`src/sv/encoder_speed_pid_motor_drive_core_macros.svh`:
```
// assertion helpers for the core rtl file
`ifndef ENCODER_SPEED_PID_MOTOR_DRIVE_CORE_MACROS_SVH
`define ENCODER_SPEED_PID_MOTOR_DRIVE_CORE_MACROS_SVH

`ifndef SYNTHESIS
`define ESPD_ASSERT(lbl, prop, msg) \
  lbl: assert property (@(posedge clk_i) disable iff (!rst_ni) prop) else $error(msg);
`define ESPD_ASSERT_NEVER(lbl, cond, msg) \
  lbl: assert property (@(posedge clk_i) disable iff (!rst_ni) !(cond)) else $error(msg);
`else
`define ESPD_ASSERT(lbl, prop, msg)
`define ESPD_ASSERT_NEVER(lbl, cond, msg)
`endif

`endif

```
`src/sv/espd_pkg.sv`:
```
package espd_pkg;

  localparam int DriveMax    = 1000;
  localparam int SpeedWindow = 10000;
  localparam int CountReset  = 32000;
  localparam int LimitReset  = 300;
  // width of the summed gain products
  localparam int SumW        = 36;

  typedef enum logic [2:0] {
    RegGainProp    = 3'd0,
    RegGainInteg   = 3'd1,
    RegGainDeriv   = 3'd2,
    RegGainFeedfwd = 3'd3,
    RegIntegLimit  = 3'd4
  } reg_idx_e;

  typedef struct packed {
    logic signed [14:0] speed;
    logic signed [16:0] err;
    logic signed [15:0] acc;
    logic signed [17:0] derr;
  } pid_terms_t;

  typedef struct packed {
    logic [9:0] duty;
    logic       reverse;
  } drive_t;

endpackage

```
`src/sv/espd_speed.sv`:
```
module espd_speed #(
  parameter int CounterBits = 16
) (
  input  logic [CounterBits-1:0] cnt_i,
  input  logic [CounterBits-1:0] prev_cnt_i,
  input  logic signed [14:0]     target_i,
  input  logic signed [15:0]     integ_i,
  input  logic signed [16:0]     prev_err_i,
  input  logic [14:0]            limit_i,
  output espd_pkg::pid_terms_t   terms_o
);

  localparam int DW = (CounterBits + 2 > 16) ? CounterBits + 2 : 16;

  logic signed [DW-1:0] win, modulus, diff, wrap1, wrap2, clamped;
  logic signed [16:0]   err;
  logic signed [17:0]   acc_sum, lim;
  logic signed [15:0]   acc;

  assign win     = DW'(espd_pkg::SpeedWindow);
  assign modulus = DW'(1) << CounterBits;
  assign diff    = $signed(DW'(cnt_i)) - $signed(DW'(prev_cnt_i));

  // the two wrap corrections apply one after the other
  always_comb begin
    wrap1 = (diff < -win) ? diff + modulus : diff;
    wrap2 = (wrap1 > win) ? wrap1 - modulus : wrap1;
    if (wrap2 > win) begin
      clamped = win;
    end else if (wrap2 < -win) begin
      clamped = -win;
    end else begin
      clamped = wrap2;
    end
  end

  assign err     = 17'(target_i) - 17'(clamped);
  assign acc_sum = 18'(integ_i) + 18'(err);
  assign lim     = $signed({3'b000, limit_i});

  always_comb begin
    if (acc_sum > lim) begin
      acc = lim[15:0];
    end else if (acc_sum < -lim) begin
      acc = 16'(-lim);
    end else begin
      acc = acc_sum[15:0];
    end
  end

  assign terms_o.speed = clamped[14:0];
  assign terms_o.err   = err;
  assign terms_o.acc   = acc;
  assign terms_o.derr  = 18'(err) - 18'(prev_err_i);

endmodule

```
`src/sv/espd_sat.sv`:
```
module espd_sat #(
  parameter int GainFracBits = 8
) (
  input  logic signed [espd_pkg::SumW-1:0] sum_i,
  output espd_pkg::drive_t                 drive_o
);

  localparam int SW = espd_pkg::SumW;
  localparam logic [SW-1:0] Bias = SW'((64'(1) << GainFracBits) - 64'(1));

  logic signed [SW-1:0] biased, quot, dmax;
  logic signed [10:0]   drive;

  assign dmax = SW'(espd_pkg::DriveMax);
  // add 2^f-1 to negative sums so the shift truncates toward zero
  assign biased = sum_i + (sum_i[SW-1] ? $signed(Bias) : $signed(SW'(0)));
  assign quot   = biased >>> GainFracBits;

  always_comb begin
    if (quot > dmax) begin
      drive = dmax[10:0];
    end else if (quot < -dmax) begin
      drive = 11'(-dmax);
    end else begin
      drive = quot[10:0];
    end
  end

  assign drive_o.reverse = drive[10];
  assign drive_o.duty    = drive[10] ? 10'(-drive) : drive[9:0];

endmodule

```
`src/sv/encoder_speed_pid_motor_drive_core.sv`:
```
// pipeline: an accepted item moves through the s0, s1, s2 and s3 registers and
// the output register; one item per cycle while out_ready_i does not stall the
// output; the encoder/integral/error state is updated as each item loads s1
// reset: pipeline empty, gains 0, integral limit 300, previous count 32000,
// integral and previous error 0
`include "encoder_speed_pid_motor_drive_core_macros.svh"

module encoder_speed_pid_motor_drive_core #(
  parameter int CounterBits  = 16,
  parameter int GainFracBits = 8
) (
  input  logic               clk_i,
  input  logic               rst_ni,
  input  logic               cfg_we_i,
  input  logic [2:0]         cfg_idx_i,
  input  logic [15:0]        cfg_data_i,
  input  logic               in_valid_i,
  output logic               in_ready_o,
  input  logic [15:0]        encoder_count_i,
  input  logic signed [14:0] target_speed_i,
  output logic               out_valid_o,
  input  logic               out_ready_i,
  output logic [9:0]         duty_o,
  output logic               reverse_o,
  output logic signed [14:0] measured_speed_o
);

  localparam int SW = espd_pkg::SumW;

  logic signed [15:0] gain_prop_q, gain_integ_q, gain_deriv_q, gain_feedfwd_q;
  logic [14:0]        integ_limit_q;

  logic [CounterBits-1:0] prev_count_q;
  logic signed [15:0]     integ_q;
  logic signed [16:0]     prev_err_q;

  logic v0_q, v1_q, v2_q, v3_q, vo_q;
  logic rdy0, rdy1, rdy2, rdy3, rdyo;
  logic s1_load;

  logic [CounterBits+15:0] cnt_ext;
  logic [CounterBits-1:0]  s0_cnt_q;
  logic signed [14:0]      s0_tgt_q;

  espd_pkg::pid_terms_t terms, s1_q;
  logic signed [14:0]   s1_tgt_q;

  logic signed [32:0] prod_p_q;
  logic signed [32:0] prod_i_q;
  logic signed [33:0] prod_d_q;
  logic signed [30:0] prod_f_q;
  logic signed [14:0] s2_speed_q;

  logic signed [SW-1:0] sum_q;
  logic signed [14:0]   s3_speed_q;

  espd_pkg::drive_t drive;
  logic [9:0]         duty_q;
  logic               rev_q;
  logic signed [14:0] speed_out_q;

  // each stage takes a new item when empty or when its contents move on
  assign rdyo    = !vo_q || out_ready_i;
  assign rdy3    = !v3_q || rdyo;
  assign rdy2    = !v2_q || rdy3;
  assign rdy1    = !v1_q || rdy2;
  assign rdy0    = !v0_q || rdy1;
  assign s1_load = rdy1 && v0_q;

  assign in_ready_o = rdy0;

  always_ff @(posedge clk_i or negedge rst_ni) begin
    if (!rst_ni) begin
      gain_prop_q    <= '0;
      gain_integ_q   <= '0;
      gain_deriv_q   <= '0;
      gain_feedfwd_q <= '0;
      integ_limit_q  <= 15'(espd_pkg::LimitReset);
    end else if (cfg_we_i) begin
      case (cfg_idx_i)
        espd_pkg::RegGainProp:    gain_prop_q    <= cfg_data_i;
        espd_pkg::RegGainInteg:   gain_integ_q   <= cfg_data_i;
        espd_pkg::RegGainDeriv:   gain_deriv_q   <= cfg_data_i;
        espd_pkg::RegGainFeedfwd: gain_feedfwd_q <= cfg_data_i;
        espd_pkg::RegIntegLimit:  integ_limit_q  <= cfg_data_i[14:0];
        default: ;
      endcase
    end
  end

  always_ff @(posedge clk_i or negedge rst_ni) begin
    if (!rst_ni) begin
      v0_q <= 1'b0;
      v1_q <= 1'b0;
      v2_q <= 1'b0;
      v3_q <= 1'b0;
      vo_q <= 1'b0;
    end else begin
      if (rdy0) v0_q <= in_valid_i;
      if (rdy1) v1_q <= v0_q;
      if (rdy2) v2_q <= v1_q;
      if (rdy3) v3_q <= v2_q;
      if (rdyo) vo_q <= v3_q;
    end
  end

  always_ff @(posedge clk_i or negedge rst_ni) begin
    if (!rst_ni) begin
      prev_count_q <= CounterBits'(espd_pkg::CountReset);
      integ_q      <= '0;
      prev_err_q   <= '0;
    end else if (s1_load) begin
      prev_count_q <= s0_cnt_q;
      integ_q      <= terms.acc;
      prev_err_q   <= terms.err;
    end
  end

  // counter sample taken at the configured counter width
  assign cnt_ext = {CounterBits'(0), encoder_count_i};

  always_ff @(posedge clk_i) begin
    if (rdy0 && in_valid_i) begin
      s0_cnt_q <= cnt_ext[CounterBits-1:0];
      s0_tgt_q <= target_speed_i;
    end
  end

  espd_speed #(
    .CounterBits(CounterBits)
  ) u_speed (
    .cnt_i     (s0_cnt_q),
    .prev_cnt_i(prev_count_q),
    .target_i  (s0_tgt_q),
    .integ_i   (integ_q),
    .prev_err_i(prev_err_q),
    .limit_i   (integ_limit_q),
    .terms_o   (terms)
  );

  always_ff @(posedge clk_i) begin
    if (s1_load) begin
      s1_q     <= terms;
      s1_tgt_q <= s0_tgt_q;
    end
  end

  always_ff @(posedge clk_i) begin
    if (rdy2 && v1_q) begin
      prod_p_q   <= gain_prop_q * s1_q.err;
      prod_i_q   <= gain_integ_q * s1_q.acc;
      prod_d_q   <= gain_deriv_q * s1_q.derr;
      prod_f_q   <= gain_feedfwd_q * s1_tgt_q;
      s2_speed_q <= s1_q.speed;
    end
  end

  always_ff @(posedge clk_i) begin
    if (rdy3 && v2_q) begin
      sum_q      <= SW'(prod_p_q) + SW'(prod_i_q) + SW'(prod_d_q) + SW'(prod_f_q);
      s3_speed_q <= s2_speed_q;
    end
  end

  espd_sat #(
    .GainFracBits(GainFracBits)
  ) u_sat (
    .sum_i  (sum_q),
    .drive_o(drive)
  );

  always_ff @(posedge clk_i) begin
    if (rdyo && v3_q) begin
      duty_q      <= drive.duty;
      rev_q       <= drive.reverse;
      speed_out_q <= s3_speed_q;
    end
  end

  assign out_valid_o      = vo_q;
  assign duty_o           = duty_q;
  assign reverse_o        = rev_q;
  assign measured_speed_o = speed_out_q;

  `ESPD_ASSERT(a_duty_max, out_valid_o |-> (duty_o <= 10'(espd_pkg::DriveMax)), "duty over max")
  `ESPD_ASSERT_NEVER(a_zero_fwd, out_valid_o && reverse_o && (duty_o == '0), "reverse at zero duty")
  `ESPD_ASSERT(a_state_hold, !s1_load |=> ($stable(prev_count_q) && $stable(integ_q) && $stable(prev_err_q)), "state moved without item")
  `ESPD_ASSERT(a_speed_win, v1_q |-> ((s1_q.speed <= $signed(15'(espd_pkg::SpeedWindow))) && (s1_q.speed >= -$signed(15'(espd_pkg::SpeedWindow)))), "speed out of window")

endmodule
```
`config.mk`:
```
export PLATFORM = sky130hd
export DESIGN_NAME = encoder_speed_pid_motor_drive_core
export DESIGN_NICKNAME = d
export VERILOG_FILES = /design/src/sv/espd_pkg.sv /design/src/sv/espd_speed.sv /design/src/sv/espd_sat.sv /design/src/sv/encoder_speed_pid_motor_drive_core.sv
export VERILOG_INCLUDE_DIRS = /design/src /design/src/sv
export SDC_FILE = /design/constraint.sdc
export NUM_CORES = 2
export LEC_CHECK = 0
export BUFFER_PORTS_ARGS = -buffer_cell sky130_fd_sc_hd__buf_2
export CAP_MARGIN = 20
export CORE_UTILIZATION = 55
export CTS_BUF_LIST = sky130_fd_sc_hd__clkbuf_2 sky130_fd_sc_hd__clkbuf_4 sky130_fd_sc_hd__clkbuf_8
export DETAILED_ROUTE_END_ITERATION = 7
export HOLD_SLACK_MARGIN = 0.02
export PLACE_DENSITY = 0.68
export REMOVE_ABC_BUFFERS = 1
export SYNTH_ARGS = -nofsm -noshare
export SYNTH_HDL_FRONTEND = slang
export SYNTH_SLANG_ARGS = --single-unit
```
`constraint.sdc`:
```
create_clock -name clk_i -period 10.65 [get_ports clk_i]
set_input_delay 2.13 -clock clk_i [delete_from_list [all_inputs] [get_ports clk_i]]
set_output_delay 2.13 -clock clk_i [all_outputs]
set_load 0.05 [all_outputs]
```
==> Word-level counts from Yosys, hierarchy flattened <==
Cells that the tools add are included.
{ "classes": {"n_eq_ne": 4, "n_addsub": 12, "muxes": 10, "order_cmp": 8, "mul": 4, "n_reduce_logical": 21} }
{ "op_table": {"columns": ["op", "n"], "rows": [
  ["adder 35 x 31 -> 36 bit", 1],
  ["adder 36 x 9 -> 36 bit", 1],
  ["> comparator 18 x 15 -> 1 bit (second input constant)", 2],
  ["< comparator 18 x 15 -> 1 bit (second input constant)", 2],
  ["2-to-1 mux 18 bit", 2],
  ["adder 34 x 34 -> 35 bit", 1],
  ["adder 33 x 32 -> 34 bit", 1],
  ["multiplier 16 x 18 -> 34 bit", 1],
  ["2-to-1 mux 17 bit", 2],
  ["multiplier 16 x 17 -> 33 bit", 1],
  ["multiplier 16 x 16 -> 32 bit", 1],
  ["2-to-1 mux 16 bit", 2],
  ["multiplier 16 x 15 -> 31 bit", 1],
  ["> comparator 28 x 11 -> 1 bit (second input constant)", 1],
  ["< comparator 28 x 11 -> 1 bit (second input constant)", 1],
  ["2-to-1 mux 11 bit", 2],
  ["adder 16 x 17 -> 18 bit", 1],
  ["adder 18 bit (second input constant)", 1],
  ["> comparator 18 x 16 -> 1 bit", 1],
  ["< comparator 18 bit", 1],
  ["negation 15 -> 18 bit", 1],
  ["subtractor 17 x 17 -> 18 bit", 1],
  ["subtractor 18 bit (second input constant)", 1],
  ["subtractor 15 x 17 -> 17 bit", 1],
  ["other kinds (12)", 29]
]} }
{ "totals": {"word_cells": 89, "register_bits": 467, "out_inout_bits": 28} }

==> Depth between registers and ports, before layout <==
{ "logic_depth": {"depth_word": 13, "ltp_mapped": 50} }

==> By module <==
Synthesis repeated with hierarchy kept, for this count alone.
{ "hier_totals": {"hier_cells": 6328, "area_unflattened_um2": 64523.1} }
{ "modules_own_cells": {"columns": ["module", "n_inst", "cells_per_inst", "seq_area_each_um2", "area_each_um2"], "rows": [
  ["encoder_speed_pid_motor_drive_core", 1, 5401, 13370.3, 58090.7],
  ["espd_speed", 1, 735, 0.0, 5134.9],
  ["espd_sat", 1, 192, 0.0, 1297.5]
]} }

==> Least setup slack after synthesis <==
OpenSTA, ideal clock, no wires.
{ "synth_path": {"path_kind": "flip-flop to flip-flop", "start": "register s0_cnt_q[0]", "end": "register s1_q[23] (netlist name), data pin", "path_stages_with_launch": 48, "arrival_ns": 9.416, "path_buffers": 2, "path_slack_ns": 0.977, "required_time_ns": 10.394, "path_cell_list": "edfxtp_1 -> inv_1 -> ha_1 -> inv_1 -> fa_1 -> a21o_1 -> a211o_1 -> a2111o_1 -> nand3b_1 -> nand4_1 -> a2111oi_1 -> nor3_2 -> o211ai_2 -> nor2_1 -> ha_1 -> xnor2_1 -> nor3b_1 -> o31a_1 -> [... 12 more ...] -> nand2_1 -> o21ai_0 -> nor2b_1 -> xnor2_1 -> ha_1 -> a21o_1 -> a21o_1 -> a2111oi_0 -> a21boi_0 -> or2_2 -> a211oi_1 -> nor3_1 -> o221a_2 -> buf_2 -> buf_2 -> nand2_1 -> o21ai_0 -> a22o_1"} }
{ "synth_rtl": {"columns": ["item", "line", "text"], "rows": [
  ["start: declaration", "encoder_speed_pid_motor_drive_core.sv:42", "logic [CounterBits-1:0] s0_cnt_q;"],
  ["start signal: assignment", "encoder_speed_pid_motor_drive_core.sv:124", "s0_cnt_q <= cnt_ext[CounterBits-1:0];"],
  ["end signal: assignment", "encoder_speed_pid_motor_drive_core.sv:143", "s1_q <= terms;"],
  ["end: declaration", "encoder_speed_pid_motor_drive_core.sv:45", "espd_pkg::pid_terms_t terms, s1_q;"]
]} }

==> impl_metrics.prom <==
# TYPE chip_impl_metric gauge
chip_impl_metric{name="ctsHtreeMaxLevel",unit=""} 3
chip_impl_metric{name="synth_mux_area_share",unit="%"} 1.274
chip_impl_metric{name="die_width",unit="um"} 341.1
chip_impl_metric{name="clock_sinks",unit=""} 467
chip_impl_metric{name="antenna_violating_nets_remaining",unit=""} 0
chip_impl_metric{name="grt_first_pass_wirelength",unit="um"} 256000
chip_impl_metric{name="synthDominantCellAreaShare",unit="%"} 35.95
chip_impl_info{name="synth_commonest_cells",value="inv_1 (1211), fa_1 (1136), nand2_1 (771), ha_1 (479), and2_1 (426)"} 1
chip_impl_metric{name="floorplan.die.height",unit="um"} 341.1
chip_impl_metric{name="finalWorstPathRequiredPeriod",unit="ps"} 10160
chip_impl_metric{name="synth_instances",unit=""} 6204
chip_impl_metric{name="post_cts_hold_buffer_count",unit=""} 0
chip_impl_metric{name="firstDrtPassIters",unit=""} 5
chip_impl_metric{name="synth_area",unit="mm2"} 0.06325
chip_impl_metric{name="initial_core_util",unit="%"} 55.39
chip_impl_metric{name="io_buffer_count",unit=""} 82
chip_impl_info{name="netlist_top_cells_area",value="fa_1 (36%), edfxtp_1 (16%), ha_1 (9.5%)"} 1
chip_impl_metric{name="total_cts_buffers",unit=""} 82
chip_impl_metric{name="routed_via_density",unit=""} 5.517
chip_impl_metric{name="crit_required",unit="ps"} 11220
chip_impl_metric{name="timing.final.max_slew_violations",unit=""} 0
chip_impl_metric{name="worst_slew_margin_rel",unit="%"} 28.91
chip_impl_metric{name="dp_hpwl",unit="um"} 128000
chip_impl_metric{name="synth.yosys.seq_area_share",unit="%"} 21.14
chip_impl_info{name="setup.worst_path.start_class",value="flip-flop"} 1
chip_impl_metric{name="die-area",unit="mm2"} 0.1164
chip_impl_metric{name="place.detailed.instances",unit=""} 7675
chip_impl_info{name="synth-main-ff-cell",value="edfxtp_1"} 1
chip_impl_metric{name="num-nets-final",unit=""} 7925
chip_impl_metric{name="synthesis.yosys.warnings",unit=""} 0
chip_impl_info{name="worstSetupEndpointType",value="flip-flop"} 1
chip_impl_metric{name="routed_wl",unit="um"} 158900
chip_impl_metric{name="max_clock_freq",unit="GHz"} 0.09841
chip_impl_metric{name="core_area",unit="mm2"} 0.1142
chip_impl_metric{name="finalSetupViolations",unit=""} 0
chip_impl_metric{name="worst_path_largest_cell_delay",unit="ps"} 480
chip_impl_info{name="tritoncts",value="yes"} 1
chip_impl_metric{name="syn_to_final_growth",unit="%"} 6.799
chip_impl_metric{name="insertion_delay",unit="ps"} 720
chip_impl_metric{name="synth-xor-area-share",unit="%"} 3.501
chip_impl_info{name="critical_path_class",value="flip-flop to flip-flop"} 1
chip_impl_metric{name="synth_area_in_compound_gates",unit="%"} 6.967
chip_impl_info{name="synth_area_leader_cell",value="fa_1"} 1
chip_impl_metric{name="post_synth_and_or_nand_nor_area_fraction",unit="%"} 13.27
chip_impl_metric{name="drv.max_cap_violation_count",unit=""} 0
chip_impl_metric{name="synth_enable_flop_cells",unit=""} 334
chip_impl_metric{name="drive_gt1_share",unit="%"} 7.164
chip_impl_metric{name="synth_seq_cells",unit=""} 467
chip_impl_metric{name="finalHoldViolCount",unit=""} 0
chip_impl_info{name="dominant_combinational_cell_family_by_area_after_synthesis",value="adder cells"} 1
chip_impl_metric{name="synthesis.area_per_instance",unit="um2"} 10.20
chip_impl_metric{name="rows",unit=""} 124
chip_impl_metric{name="detailedRoute.firstIterationViolations",unit=""} 2747
chip_impl_metric{name="floorplan.io_pins",unit=""} 83
chip_impl_metric{name="finClkSkew",unit="ps"} 53.33
chip_impl_metric{name="first_global_vias",unit=""} 46000
chip_impl_metric{name="track_usage",unit="%"} 28.56
chip_impl_metric{name="worstPathArrival",unit="ps"} 10740
chip_impl_metric{name="fin_hold_ws",unit="ps"} 416.8
chip_impl_info{name="holdCritPathClass",value="flip-flop to flip-flop"} 1
chip_impl_metric{name="drc",unit=""} 0
chip_impl_metric{name="grt_antenna_before_repair",unit=""} 12
chip_impl_metric{name="clk_path_buf_depth",unit=""} 3
chip_impl_metric{name="stdcell_count",unit=""} 7837
chip_impl_info{name="slowest_stage",value="a2111o_1"} 1
chip_impl_metric{name="grt_start_max_net_pins",unit=""} 81
chip_impl_metric{name="post-route-period-util",unit="%"} 95.41
chip_impl_metric{name="worst-path-max-fanout",unit=""} 5
chip_impl_metric{name="netlist-cell-type-count",unit=""} 89
chip_impl_metric{name="ys_async_sr_fraction",unit="%"} 28.48
chip_impl_metric{name="cts.clk_slew.worst_paths",unit="ps"} 60
chip_impl_metric{name="globalRoute.totalOverflow",unit=""} 0
chip_impl_info{name="cts_root_buffer",value="clkbuf_8"} 1
chip_impl_metric{name="wire_per_inst",unit="um"} 20.27
chip_impl_info{name="run_status",value="complete, no violations"} 1
chip_impl_info{name="yosys.cell_count.top_type",value="inv_1"} 1
chip_impl_metric{name="globalplace.congestion",unit=""} 0.9105
chip_impl_metric{name="synth_adder_area_share",unit="%"} 45.43
chip_impl_metric{name="timing_worst_slew_pin_value",unit="ps"} 1064
chip_impl_metric{name="dr_total_vias",unit=""} 43240
-- cell usage in the layout, fill, tap and decap left out, types with 65 or more instances in the layout --
cell type,n
dfrtp_1,123
o21ai_0,159
nand2b_1,97
nor2_1,137
xnor2_1,185
inv_1,1209
edfxtp_1,334
nand2_1,771
a21oi_1,152
and2_1,423
nand3_1,65
ha_1,478
a21o_1,82
buf_4,78
mux2_2,68
fa_1,1136
clkbuf_8,88
buf_2,82
-- through the flow --
| step | TNS, ps | utilization (%) | area, um2 | worst slack, ps |
|---|---|---|---|---|
| finish | 0 | 59.16 | 67550 | 488.9 |
| global route | -378.1 | 59.16 | 67550 | -70.57 |
| floorplan | 0 | - | 62480 | 716.3 |
| detailed placement | -962.0 | 57.29 | 65410 | -114.6 |
| global placement | 0 | 57.29 | 65410 | 108.2 |
| CTS | 0 | 58.93 | 67300 | 59.33 |
-- critical path, delay by kind of cell, from the launching register on --
family                   cells  cell delay, ps
AO/OA/AOI/OAI               22            4610
AND/OR/NAND/NOR             11            2090
adder cells (fa/ha/maj)      6            1650
buffers and inverters        5             610
XOR/XNOR                     2             400
flip-flops                   1             370
multiplexers                 1             280
-- logic make-up (layout without fill, tap and decap cells) --
logic type | Yosys count | count (layout)
buffers and inverters | 1410 | 1528
AND/OR/NAND/NOR | 1717 | 1717
multiplexers | 72 | 72
adder cells (fa/ha/maj) | 1615 | 1615
AO/OA/AOI/OAI | 671 | 672
other | 0 | 2
flip-flops | 467 | 467
XOR/XNOR | 252 | 252
-- routing by layer --
layer	track usage [%]	vias to the layer above	share of wire, %
li1	-	19610	-
met1	38.99	22130	43
met2	46.46	1243	47
met3	4.440	255	6.0
met4	10.23	2	3.9
met5	0	-	0.0082
-- flip-flops by register name, indices dropped and copies added (netlist names), 10 cells and up --
name	cells
s1_q	66
sum_q	36
prod_d_q	34
prod_p_q	33
prod_i_q	32
prod_f_q	31
prev_err_q	17
gain_deriv_q	16
gain_feedfwd_q	16
gain_integ_q	16
gain_prop_q	16
integ_q	16
prev_count_q	16
s0_cnt_q	16
integ_limit_q	15
measured_speed_o	15
s0_tgt_q	15
s1_tgt_q	15
s2_speed_q	15
s3_speed_q	15
duty_o	10
-- cell type report --
class                           count  area (um2)
Fill cell                        9781       46640
Multi-Input combinational cell   4328       44830
Sequential cell                   467       13370
Inverter                         1213        4558
Tap cell                         1512        1892
Clock buffer                      115        1414
Timing Repair Buffer              163        1039
Clock inverter                     37       441.7
Antenna cell                        2       5.005
-- final timing paths --
| path | from | to | slack, ps | depth (start not counted) |
|---|---|---|---|---|
| worst max register to register | s0_cnt_q[0] | integ_q[2] | 490 | 47 |
| worst max-delay path | s0_cnt_q[0] | integ_q[2] | 490 | 47 |
| worst min-delay path | s3_speed_q[6] | measured_speed_o[6] | 420 | 0 |
| min in group asynchronous | rst_ni | prev_count_q[9] | 1330 | 1 |
| max in group asynchronous | rst_ni | gain_integ_q[6] | 8130 | 2 |
| worst min register to register | s3_speed_q[6] | measured_speed_o[6] | 420 | 0 |
-- what timing repair did --
action	in CTS	in global routing
pin swaps	0	20
cloned	0	2
gates resized for setup	4	38
setup buffers	0	6
setup endpoints to repair	18	32
Power is not shown: default switching activity piles up to over one toggle a cycle in this logic, so the estimate is an artifact.
